File: config.mk
export PLATFORM = sky130hd
export DESIGN_NAME = pkdp_front
export DESIGN_NICKNAME = d
export VERILOG_FILES = /design/src/rtl/pkdp_pkg.sv /design/src/rtl/pkdp_front.sv
export SDC_FILE = /design/constraint.sdc
export NUM_CORES = 1
export LEC_CHECK = 0
export BUFFER_PORTS_ARGS = -buffer_cell sky130_fd_sc_hd__buf_2
export CAP_MARGIN = 30
export CORE_AREA = 3 3 191 193
export DETAILED_ROUTE_END_ITERATION = 8
export DIE_AREA = 0 0 194 196
export PLACE_DENSITY = 0.42
export SETUP_SLACK_MARGIN = 0.2
export SLEW_MARGIN = 10
export SYNTH_ARGS = -nofsm -noshare
export SYNTH_HDL_FRONTEND = slang
export SYNTH_SLANG_ARGS = --single-unit
File: constraint.sdc
create_clock -name vclk -period 5
set_input_delay 0.75 -clock vclk [all_inputs]
set_output_delay 0.75 -clock vclk [all_outputs]
set_load 0.01 [all_outputs]
File: src/rtl/pkdp_pkg.sv
// Shared types and constants for the particle kick/drift update block.
// Holds the back-end state encoding, the queue control struct and register indexes.
// No dependencies.
package pkdp_pkg;

    // Configuration register indexes
    localparam int CFG_IDX_BITS = 3;
    localparam logic [CFG_IDX_BITS-1:0] CFG_STEP_FACTOR = 3'd0;
    localparam logic [CFG_IDX_BITS-1:0] CFG_PERIODIC    = 3'd1;
    localparam logic [CFG_IDX_BITS-1:0] CFG_BOX_X_LOW   = 3'd2;
    localparam logic [CFG_IDX_BITS-1:0] CFG_BOX_X_HIGH  = 3'd3;
    localparam logic [CFG_IDX_BITS-1:0] CFG_BOX_Y_LOW   = 3'd4;
    localparam logic [CFG_IDX_BITS-1:0] CFG_BOX_Y_HIGH  = 3'd5;
    localparam logic [CFG_IDX_BITS-1:0] CFG_BOX_Z_LOW   = 3'd6;
    localparam logic [CFG_IDX_BITS-1:0] CFG_BOX_Z_HIGH  = 3'd7;

    localparam int AXES        = 3;
    localparam int QUEUE_DEPTH = 2;

    // Largest squared step is a 64-bit saturating value; its root has 32 bits
    localparam int SQ_BITS        = 64;
    localparam int ROOT_BITS      = SQ_BITS / 2;
    localparam int ROOT_CNT_BITS  = $clog2(ROOT_BITS);

    typedef enum logic [1:0] {
        S_MUL,
        S_SQ,
        S_FIN,
        S_ROOT
    } t_state;

    typedef struct packed {
        logic drift;
        logic last;
    } t_item_ctl;

endpackage

File: src/rtl/pkdp_front.sv
// Front end: takes particle words from the input stream and sorts out what the back end needs.
// Picks the multiplicand and the base word per axis and splits the multiplicand into sign/magnitude.
// Depends on pkdp_pkg.
module pkdp_front #(
    parameter int WORD_BITS = 32,
    parameter int IN_BITS   = ((9 * WORD_BITS + 7) / 8) * 8,
    parameter int PAY_BITS  = 6 * WORD_BITS + 3
) (
    input  logic                 i_s_tvalid,
    output logic                 o_s_tready,
    input  logic [IN_BITS-1:0]   i_s_tdata,   // pos_x,y,z, vel_x,y,z, acc_x,y,z, zero pad
    input  logic                 i_s_tuser,   // operation
    input  logic                 i_s_tlast,   // last_particle
    input  logic                 i_q_full,
    output logic                 o_push,
    output pkdp_pkg::t_item_ctl  o_ctl,
    output logic [PAY_BITS-1:0]  o_payload
);
    import pkdp_pkg::*;

    localparam int W = WORD_BITS;

    logic [W-1:0] pos [AXES];
    logic [W-1:0] vel [AXES];
    logic [W-1:0] acc [AXES];
    logic [W-1:0] mul_op [AXES];

    assign o_s_tready = !i_q_full;
    assign o_push     = i_s_tvalid && !i_q_full;
    assign o_ctl.drift = i_s_tuser;
    assign o_ctl.last  = i_s_tlast;

    // payload: base words, then multiplicand magnitudes, then their signs
    always_comb begin
        o_payload = '0;
        for (int k = 0; k < AXES; k++) begin
            pos[k]    = i_s_tdata[k*W +: W];
            vel[k]    = i_s_tdata[(AXES+k)*W +: W];
            acc[k]    = i_s_tdata[(2*AXES+k)*W +: W];
            mul_op[k] = i_s_tuser ? vel[k] : acc[k];
            o_payload[k*W +: W]        = i_s_tuser ? pos[k] : vel[k];
            o_payload[(AXES+k)*W +: W] = mul_op[k][W-1] ? (~mul_op[k] + 1'b1) : mul_op[k];
            o_payload[2*AXES*W + k]    = mul_op[k][W-1];
        end
    end

endmodule

; Word level (Yosys, flattened, before mapping)
; Index checks and enable logic that the tools add are counted.
[classes]
add_sub_neg = 3
multipliers = 0
div = 0
magnitude_cmp = 0
eq_ne = 0
n_shift = 0
mux = 9
bitwise_logic = 3
n_reduce_logical = 2
[op_table]
columns = op, n
row1 = $mux W32, 9
row2 = $add A32 B1 Y32 const B, 3
row3 = $not A32 Y32, 3
row4 = $logic_and A1 B1 Y1, 1
row5 = $logic_not A1 Y1, 1
[totals]
reg_bits = 0
latchBits = 0
mem_bits_rw = 0
rom_bits = 0
in_bits = 292
word_cells = 17
memories = 0

; Longest topological paths before layout
[logic_depth]
depth_word = 4
depth_mapped = 14
mapped_depth_nobuf = 7

; Worst setup path after synthesis
; No wires, ideal clock.
[synth_path]
kind = input-to-output
start = input i_s_tuser
end = output o_payload[126]
arrival_ns = 3.633
required_time_ns = 4.250
slack_ns = 0.617
stages = 14
path_cell_list = buf_6 > buf_6 > buf_2 > buf_4 > buf_2 > buf_2 > buf_2 > mux2i_1 > ha_1 > nor4b_1 > nand4_1 > a2111oi_2 > a31oi_1 > xnor2_1
[synth_via]
elab_chain_len = 4
[synth_rtl]
columns = item, line
row1 = "start, declared", pkdp_front.sv:12  ; input logic i_s_tuser,
row2 = $mux W32 (*), pkdp_front.sv:40  ; mul_op[k] = i_s_tuser ? vel[k] : acc[k];
row3 = $not A32 Y32, pkdp_front.sv:42  ; o_payload[(AXES+k)*W +: W] = mul_op[k][W-1] ? (~mul_op[k] + 1'b1) : mul_op[k];
row4 = $add A32 B1 Y32, pkdp_front.sv:42
row5 = $mux W32 (*), pkdp_front.sv:42
row6 = "end, declared", pkdp_front.sv:17  ; output logic [PAY_BITS-1:0] o_payload
; Every way passes the cells marked *; elsewhere a longest branch is shown, timed or not.

; Worst setup path in the final report
[layout_path]
start = input i_s_tuser
end = output o_payload[150]
; The elaborated chain is that of the path after synthesis.

==> summary.md <==
| Metric | Value |
|---|---|
| Status | finished clean |
| RSZ-0062 raised after global routing | no |
| Multi-input logic area | 4990 sq um |
| Post-Syn Instances | 696 |
| Final net count | 1,447 |
| Pwr per Cell Area | 112 nW/um^2 |
| DR pass1 iterations | 5 |
| Seq Cell Count | 0 |
| Gpl congestion | 0.878 |
| Fraction of layout cells with a size suffix above 1 | 53.8% |
| Routed len/inst | 18.7 microns |
| Tot Pwr | 912 uW |
| Synthesized area | 5270 sq um |
| Relative slew slack | 50.2% |
| Finished Cell Area | 8170 sq um |
| Filler cell count | 3,929 |
| Residual DRC | 0 |
| Hold EP | o_ctl[0] |
| Post-synthesis cell type count | 56 |
| DP HPWL | 26,000 microns |
| # setup viols final | 0 |
| Core Area | 34,700 sq um |
| Fmax | 232 MHz |
| Area grow syn2layout | 55.1% |
| Required time of the critical path | 4250 ps |
| Hold Crit Class | in -> out |
| # clk buffers | 0 |
| Crit-path max FO | 67 |
| Place WS | 735 ps |
| Gr ovfl total | 0 |
| Via-per-instance ratio | 4.52 |
| Final period util | 86.2% |
| Maximum vdd ir drop | 0.0000576 V |
| Hold_buf cts | 0 |
| Avg Cell Area, Syn | 7.57 sq um |
| Setup WS post-layout | 690 ps |
| Synthesized Nets | 991 |
| Startpoint types | input port |
| PortBufs | 489 |
| Hold Fails Final Rpt | 0 |
| Leakage power | 3.85 nW |
| CP startpoint | i_s_tuser |
| Largest net degree at the start of global routing | 103 |
| Die Width | 194 microns |
| TNS Setup | 0 ps |
| Reg area | 0 sq um |
| Starting DRT DRC Count | 327 |
| Placed Area | 8160 sq um |
| Worst path arrival time | 3560 ps |
| Vias in the first global route | 7,348 |
| Final ANT Viol Nets | 0 |
| Via count | 7,271 |
| Initial antenna violation count | 6 |
| WL final | 30,000 microns |
| Total track usage | 14.1% |
| Synth warn | 0 |
| Global-route wire length before repair | 43,500 microns |
| CTS resizes | 0 |
| Setup Buffers After CTS | 0 |
| Hold Crit Depth | 0 |
| WS Path Type | in -> out |
| Worst hold margin | 1500 ps |
| Tmin final | 4310 ps |
| Max Slew Vio Count | 0 |
| Die area | 38,000 sq um |
| Initial core utilization | 15.2% |
| Die Y | 196 microns |
| Pin slew with the least headroom to its limit | 747 ps |
| Critical Path End Type | output pin |
| Register area share after synthesis | 0% |
| Hold_sp | i_s_tlast |
| Site Rows | 68 |
| I/O pin total | 491 |
| Max cap viols | 0 |
layout by cell type (no fill, tap or decap), types with 4 or more instances in the layout:
cell type	synthesis	layout
a21oi_1	41	41
a31oi_1	16	16
and2_1	4	4
buf_2	29	488
buf_4	8	8
inv_1	7	7
mux2_2	99	99
mux2i_1	91	90
nand2_1	31	31
nand2b_1	9	9
nor2_1	49	49
nor3_1	49	49
nor3b_1	21	21
nor4_1	18	18
nor4b_1	9	9
o21ai_0	28	28
o22ai_1	8	8
o31ai_1	8	8
o32ai_1	4	4
or2_2	5	5
or3_1	5	5
or3b_2	4	4
or4_1	6	6
or4b_1	5	5
xnor2_1	51	51
xor2_1	34	34
cell families (layout without fill, tap and decap cells):
family / Yosys count / count (layout) / synth area share [%]
AOI/OAI and AO/OA: 132 / 132 / 16.0
adders and majority gates: 3 / 3 / 0.713
xor gates and xnor gates: 85 / 85 / 14.1
muxes: 190 / 190 / 38.5
other: 0 / 3 / 0
and+or+nand+nor: 232 / 232 / 25.3
buffers and inverters: 54 / 508 / 5.39
cells in the mapped netlist, types with 8 or more instances:
master,instances,area share (%)
a21oi_1,41,3.9
nand2_1,31,2.2
a31oi_1,16,1.9
o31ai_1,8,1.1
nor3_1,49,4.7
buf_2,29,2.8
mux2_2,99,21
o22ai_1,8,0.95
nor3b_1,21,3.0
nor2_1,49,3.5
nor4b_1,9,1.5
nor4_1,18,2.1
o21ai_0,28,2.7
xnor2_1,51,8.5
buf_4,8,1.1
nand2b_1,9,1.1
mux2i_1,91,17
xor2_1,34,5.7
power by group:
| part | internal [mW] | leakage [nW] | switching, mW |
|---|---|---|---|
| combinational | 0.407 | 3.85 | 0.505 |
| sequential | 0 | 0 | 0 |
| clock | 0.0000000803 | 0.0000190 | 0 |
| total | 0.407 | 3.85 | 0.505 |
how the worst max path moves through the flow:
stage	endpoint	cells past startpoint
3_5_place_dp	o_payload[150]	10
3_3_place_gp	o_payload[150]	10
4_1_cts	o_payload[150]	10
5_1_grt	o_payload[118]	8
6_report	o_payload[150]	10
2_1_floorplan	o_payload[126]	14
layout make-up:
cell class / instances / share of cell area [%]
Inverter: 8 / 0.367
Antenna cell: 3 / 0.0919
Tap cell: 455 / 6.97
Multi-Input combinational cell: 642 / 61.0
Timing Repair Buffer: 500 / 31.5
per-stage QoR:
stage	util [%]	std cells
floorplan	-	696
global placement	23.5	1605
detailed placement	23.5	1605
CTS	23.5	1605
global route	23.5	1607
finish	23.5	1608
worst max-delay path, cell delays in order:
cell,delay (ps)
buf_8,320
buf_12,320
buf_12,350
mux2i_1,250
buf_4,250
clkinv_1,530
and2_1,360
a21oi_1,150
nand2_1,70
buf_2,140
layer usage:
metal  GRT usage [%]  vias to the layer above  share of wire [%]
met5               0                        -              0.073
met4            1.89                        4                1.2
met3            2.28                       22                6.5
met2            24.4                      302                 48
met1            18.9                     3392                 45
li1                -                     3551                  -
Note: power is estimated with default switching activity, not from simulation.
