### src/rtl/pkdp_pkg.sv
// Shared types and constants for the particle kick/drift update block.
// Holds the back-end state encoding, the queue control struct and register indexes.
// No dependencies.
package pkdp_pkg;

    // Configuration register indexes
    localparam int CFG_IDX_BITS = 3;
    localparam logic [CFG_IDX_BITS-1:0] CFG_STEP_FACTOR = 3'd0;
    localparam logic [CFG_IDX_BITS-1:0] CFG_PERIODIC    = 3'd1;
    localparam logic [CFG_IDX_BITS-1:0] CFG_BOX_X_LOW   = 3'd2;
    localparam logic [CFG_IDX_BITS-1:0] CFG_BOX_X_HIGH  = 3'd3;
    localparam logic [CFG_IDX_BITS-1:0] CFG_BOX_Y_LOW   = 3'd4;
    localparam logic [CFG_IDX_BITS-1:0] CFG_BOX_Y_HIGH  = 3'd5;
    localparam logic [CFG_IDX_BITS-1:0] CFG_BOX_Z_LOW   = 3'd6;
    localparam logic [CFG_IDX_BITS-1:0] CFG_BOX_Z_HIGH  = 3'd7;

    localparam int AXES        = 3;
    localparam int QUEUE_DEPTH = 2;

    // Largest squared step is a 64-bit saturating value; its root has 32 bits
    localparam int SQ_BITS        = 64;
    localparam int ROOT_BITS      = SQ_BITS / 2;
    localparam int ROOT_CNT_BITS  = $clog2(ROOT_BITS);

    typedef enum logic [1:0] {
        S_MUL,
        S_SQ,
        S_FIN,
        S_ROOT
    } t_state;

    typedef struct packed {
        logic drift;
        logic last;
    } t_item_ctl;

endpackage

### src/rtl/pkdp_queue.sv
// Short register queue between the front end and the back end.
// Lets either side stall on its own; depth from pkdp_pkg.
// Depends on pkdp_pkg.
module pkdp_queue #(
    parameter int DATA_BITS = 200
) (
    input  logic                 i_clk,
    input  logic                 i_rst_n,
    input  logic                 i_push,
    input  logic [DATA_BITS-1:0] i_data,
    output logic                 o_full,
    output logic                 o_valid,
    output logic [DATA_BITS-1:0] o_data,
    input  logic                 i_pop
);
    import pkdp_pkg::*;

    localparam int PtrBits = (QUEUE_DEPTH > 1) ? $clog2(QUEUE_DEPTH) : 1;
    localparam int CntBits = $clog2(QUEUE_DEPTH + 1);

    logic [DATA_BITS-1:0] r_slot [QUEUE_DEPTH];
    logic [PtrBits-1:0]   r_wr, n_wr;
    logic [PtrBits-1:0]   r_rd, n_rd;
    logic [CntBits-1:0]   r_count, n_count;
    logic                 do_pop;

    assign o_full  = (r_count == CntBits'(QUEUE_DEPTH));
    assign o_valid = (r_count != '0);
    assign o_data  = r_slot[r_rd];
    assign do_pop  = i_pop && o_valid;

    always_comb begin
        n_wr    = r_wr;
        n_rd    = r_rd;
        n_count = r_count;
        if (i_push) begin
            n_wr = (r_wr == PtrBits'(QUEUE_DEPTH - 1)) ? '0 : r_wr + 1'b1;
        end
        if (do_pop) begin
            n_rd = (r_rd == PtrBits'(QUEUE_DEPTH - 1)) ? '0 : r_rd + 1'b1;
        end
        if (i_push && !do_pop) begin
            n_count = r_count + 1'b1;
        end else if (!i_push && do_pop) begin
            n_count = r_count - 1'b1;
        end
    end

    always_ff @(posedge i_clk) begin
        if (!i_rst_n) begin
            r_wr    <= '0;
            r_rd    <= '0;
            r_count <= '0;
        end else begin
            r_wr    <= n_wr;
            r_rd    <= n_rd;
            r_count <= n_count;
        end
    end

    always_ff @(posedge i_clk) begin
        if (i_push) begin
            r_slot[r_wr] <= i_data;
        end
    end

    a_count_bound: assert property (@(posedge i_clk) disable iff (!i_rst_n)
        r_count <= CntBits'(QUEUE_DEPTH))
        else $error("queue count above depth");

    a_no_overflow: assert property (@(posedge i_clk) disable iff (!i_rst_n)
        !(i_push && o_full))
        else $error("word pushed into a full queue");

    a_pop_drains: assert property (@(posedge i_clk) disable iff (!i_rst_n)
        (do_pop && !i_push) |=> (r_count == $past(r_count) - 1'b1))
        else $error("pop without push did not drain the queue");

endmodule

### config.mk
export PLATFORM = sky130hd
export DESIGN_NAME = pkdp_queue
export DESIGN_NICKNAME = d
export VERILOG_FILES = /design/src/rtl/pkdp_pkg.sv /design/src/rtl/pkdp_queue.sv
export SDC_FILE = /design/constraint.sdc
export NUM_CORES = 1
export LEC_CHECK = 0
export BUFFER_PORTS_ARGS = -buffer_cell sky130_fd_sc_hd__buf_4
export CAP_MARGIN = 25
export CORE_UTILIZATION = 52
export DETAILED_ROUTE_END_ITERATION = 7
export PLACE_DENSITY = 0.86
export SLEW_MARGIN = 0
export SYNTH_ARGS = -nofsm -noshare
export SYNTH_HDL_FRONTEND = slang
export SYNTH_SLANG_ARGS = --single-unit
### constraint.sdc
create_clock -name i_clk -period 12.2 [get_ports i_clk]
set_input_delay 1.22 -clock i_clk [delete_from_list [all_inputs] [get_ports i_clk]]
set_output_delay 1.22 -clock i_clk [all_outputs]
set_load 0.01 [all_outputs]
# [After elaboration in Yosys (flattened, before gate mapping)]
# Memories as Yosys holds them, arrays and structs flattened. A register that Yosys moved wholly into a read port is not among the register bits.
# Cells that the tools add are included.
[classes] n_eq_ne=1 add_sub_neg=4 n_reduce_logical=7 muxes=8
[ops] operator="$mux 1" n=6
[ops] operator="$mux 2" n=2
[ops] operator="$reduce_bool 2->1" n=2
[ops] operator="$logic_and 1x1->1" n=3
[ops] operator="$add 1x1->1 const B" n=2
[ops] operator="$add 2x1->2 const B" n=1
[ops] operator="$eq 2x2->1 const B" n=1
[ops] operator="$logic_not 1->1" n=2
[ops] operator="$sub 2x1->2 const B" n=1
[totals] mem_bits_rw=400 in_bits=204 ff_bits=4 n_memories=1 wordCells=24
[mem_list] memory="r_slot" depth=2 word_bits=200 read_ports=1 rd_clocked_by_memory_dff=1 write_ports=1 line="pkdp_queue.sv:21" text="logic [DATA_BITS-1:0] r_slot [QUEUE_DEPTH];"

# [Longest topological paths before layout]
[depth] depth_word=5 mapped_depth=5

# [Worst setup path after synthesis]
# No wires, ideal clock.
[synth_path] path_type="input port to flip-flop" startpoint="input port i_push" endpoint="register r_wr" setup_ps=99 arrival_ps=10575 slack_ps=1526 cell_stages=2 path_buffers=0 path_cell_list="nor2b_1 -> o21a_1"
[synth_lines] item="start: declaration" line="pkdp_queue.sv:9" text="input logic i_push,"
[synth_lines] item="end signal: assignment" line="pkdp_queue.sv:55" text="r_wr <= n_wr;"
[synth_lines] item="end: declaration" line="pkdp_queue.sv:22" text="logic [PtrBits-1:0] r_wr, n_wr;"

==> flow_summary.json <==
{
  "run_status": "complete, no violations",
  "fmax_mhz": 239,
  "yosys-top-cells-count": "edfxtp_1 (400), mux2_2 (200), buf_6 (20)",
  "synthArstFlopShare_pct": 0,
  "vias": 7610,
  "worstPathArrival_ns": 2.96,
  "cap_violations": 0,
  "clk_latency_ns": 0.52,
  "worstMarginPinSlew_ns": 1.02,
  "yosys_warnings": 0,
  "dieArea_um2": 29000,
  "clkSinkCount": 405,
  "synth_top_area_share_pct": 81.6,
  "synth_top_family_by_area": "multiplexers",
  "drive_gt1_share_pct": 60.2,
  "worstSetupStartpointType": "flip-flop",
  "grt_pass1_vias": 7884,
  "final_antenna_net_count": 0,
  "place_hpwl_um": 19900,
  "finalCriticalPeriod_ns": 4.18,
  "p_total_w": 0.00363,
  "grt_usage_pct": 20.1,
  "endpoint_kind": "output pin",
  "start_util_pct": 53.0,
  "synthSimpleGateAreaFrac_pct": 0.382,
  "cts_tree": "done",
  "drt_iter0_markers": 511,
  "synth_area_um2": 14700,
  "clockBufferDepth": 3,
  "synthAdderAreaFrac_pct": 0.0850,
  "required_ns": 10.98,
  "viasPerCell": 5.13,
  "synth-edff-count": 400,
  "setup_tns_ns": 0,
  "ctsResizeCount": 0,
  "placedCellCount": 1413,
  "antenna_cells": 0,
  "hold_path.class": "flip-flop to flip-flop",
  "syn_inst": 644,
  "synth_largest_area_cell": "edfxtp_1",
  "synth_xor_area_share_pct": 0.178,
  "drc": 0,
  "areaGrowthSynthToFinish_pct": 30.9,
  "die_h_um": 170,
  "post_cts_buffers": 0,
  "coreArea_um2": 27800,
  "whs_ns": 0.537,
  "grt-ovfl-total": 0,
  "synth_nets": 849,
  "synth-compound-area-share_pct": 0.170,
  "power.leakage_nw": 7.14,
  "final_cells": 1482,
  "rsz0062_at_grt": "false",
  "io_pins": 406,
  "grt_pass1_wl_um": 43200,
  "finalHoldViolations": 0,
  "drt_first_pass_iters": 4,
  "clk_pin_slew_ns": 0.06,
  "crit_type": "flip-flop to output pin",
  "yosysMostFrequentCell": "edfxtp_1",
  "antenna_found_initial": 0,
  "wl_per_cell_um": 20.5,
  "synth_area_leaders": "edfxtp_1 (82%), mux2_2 (15%), buf_6 (1.5%), dfxtp_1 (0.68%), and2_1 (0.17%)",
  "numCtsBuffers": 40,
  "syn_area_per_cell_um2": 22.9,
  "power.density_nw_per_um2": 188,
  "place_ws_ns": 8.51,
  "finalSetupViolCount": 0,
  "ir_drop_v": 0.000163,
  "clock_tree.root_cell": "clkbuf_16",
  "report.final.slew_viol_count": 0,
  "ys_types": 16,
  "fp-row-count": 61,
  "cp_max_fo": 67,
  "ys_ff_latch": 405,
  "ys.flop_type": "edfxtp_1",
  "skew_ns": 0.0108,
  "htreeDepth": 2,
  "worst_slack_ns": 8.02,
  "layout.nets": 1283,
  "routabilityCongestion": 0.770,
  "io_buffers": 405,
  "ys_seq_area_share_pct": 82.3,
  "fin_crit_sh_pct": 34.3,
  "dieWidth_um": 170,
  "relSlewSlack_pct": 31.9,
  "postCtsHoldBufs": 0,
  "totalWireLength_um": 30400,
  "synth_mux_area_share_pct": 15.3,
  "grt_max_degree": 80
}
==> placed cells by master (no fill, tap or decap), drive strengths merged <==
master and instances:
mux2 200, clkinv 12, clkbuf 52, ha 1
nor2b 3, or2 1, o21ai 2, a21boi 1
o21a 1, or3 1, clkinvlp 2, buf 414
xor2 1, and2 4, dfxtp 5, edfxtp 400
xnor2 2, inv 2
==> registers in the layout, summed over array words and instances, names as in the netlist, named ones only <==
name	count
r_slot	400
r_rd	1
r_wr	1
r_count	2
==> through the flow <==
step | utilization [%] | cell area (um2)
6_report | 69.4 | 19300
5_1_grt | 69.4 | 19300
4_1_cts | 69.3 | 19200
3_5_place_dp | 65.1 | 18100
3_3_place_gp | 65.0 | 18100
2_1_floorplan | - | 14700
==> logic make-up (layout without fill, tap and decap cells) <==
logic type,count (synthesis),in the layout
XOR/XNOR,3,3
adder cells (fa/ha/maj),1,1
multiplexers,200,200
flip-flops,405,405
AND/OR/NAND/NOR,9,9
AO/OA/AOI/OAI,4,4
buffers and inverters,22,482
==> critical path, stage by stage (launching register included) <==
cell	delay, ns
dfxtp_4	0.92
buf_4	0.83
mux2_2	0.45
buf_4	0.16
==> final cells by class <==
| type | instances | area [um2] |
|---|---|---|
| Fill cell | 1718 | 8510 |
| Tap cell | 378 | 473 |
| Sequential cell | 405 | 12100 |
| Clock inverter | 16 | 83.8 |
| Timing Repair Buffer | 414 | 3150 |
| Multi-Input combinational cell | 217 | 2380 |
| Clock buffer | 52 | 1070 |
==> worst paths after layout <==
| path | slack [ns] | to | startpoint | cells after the start |
|---|---|---|---|---|
| worst max-delay path | 8.02 | o_data[90] | flip-flop | 3 |
| worst min-delay path | 0.54 | r_count[1]$_SDFFE_PN0P_ | r_count[1]$_SDFFE_PN0P_ | 2 |
| worst max register to register | 9.52 | r_slot[0][112]$_DFFE_PP_ | r_wr$_SDFFE_PN0P_ | 3 |
| worst min register to register | 0.54 | r_count[1]$_SDFFE_PN0P_ | r_count[1]$_SDFFE_PN0P_ | 2 |
==> per-layer routing <==
| metal | vias up | GRT usage [%] | part of all wire (%) |
|---|---|---|---|
| li1 | 3438 | - | - |
| met1 | 3767 | 20.7 | 34 |
| met2 | 347 | 36.3 | 52 |
| met3 | 58 | 8.77 | 11 |
| met4 | 0 | 6.85 | 2.6 |
| met5 | - | 0 | 0 |
==> power breakdown <==
group	switching (W)	leakage [nW]	internal, W
Combinational	0.000379	2.79	0.000484
Clock	0.000479	0.551	0.000615
Sequential	0.0000568	3.80	0.00162
Total	0.000915	7.14	0.00271
Note: power is estimated with default switching activity, not from simulation.
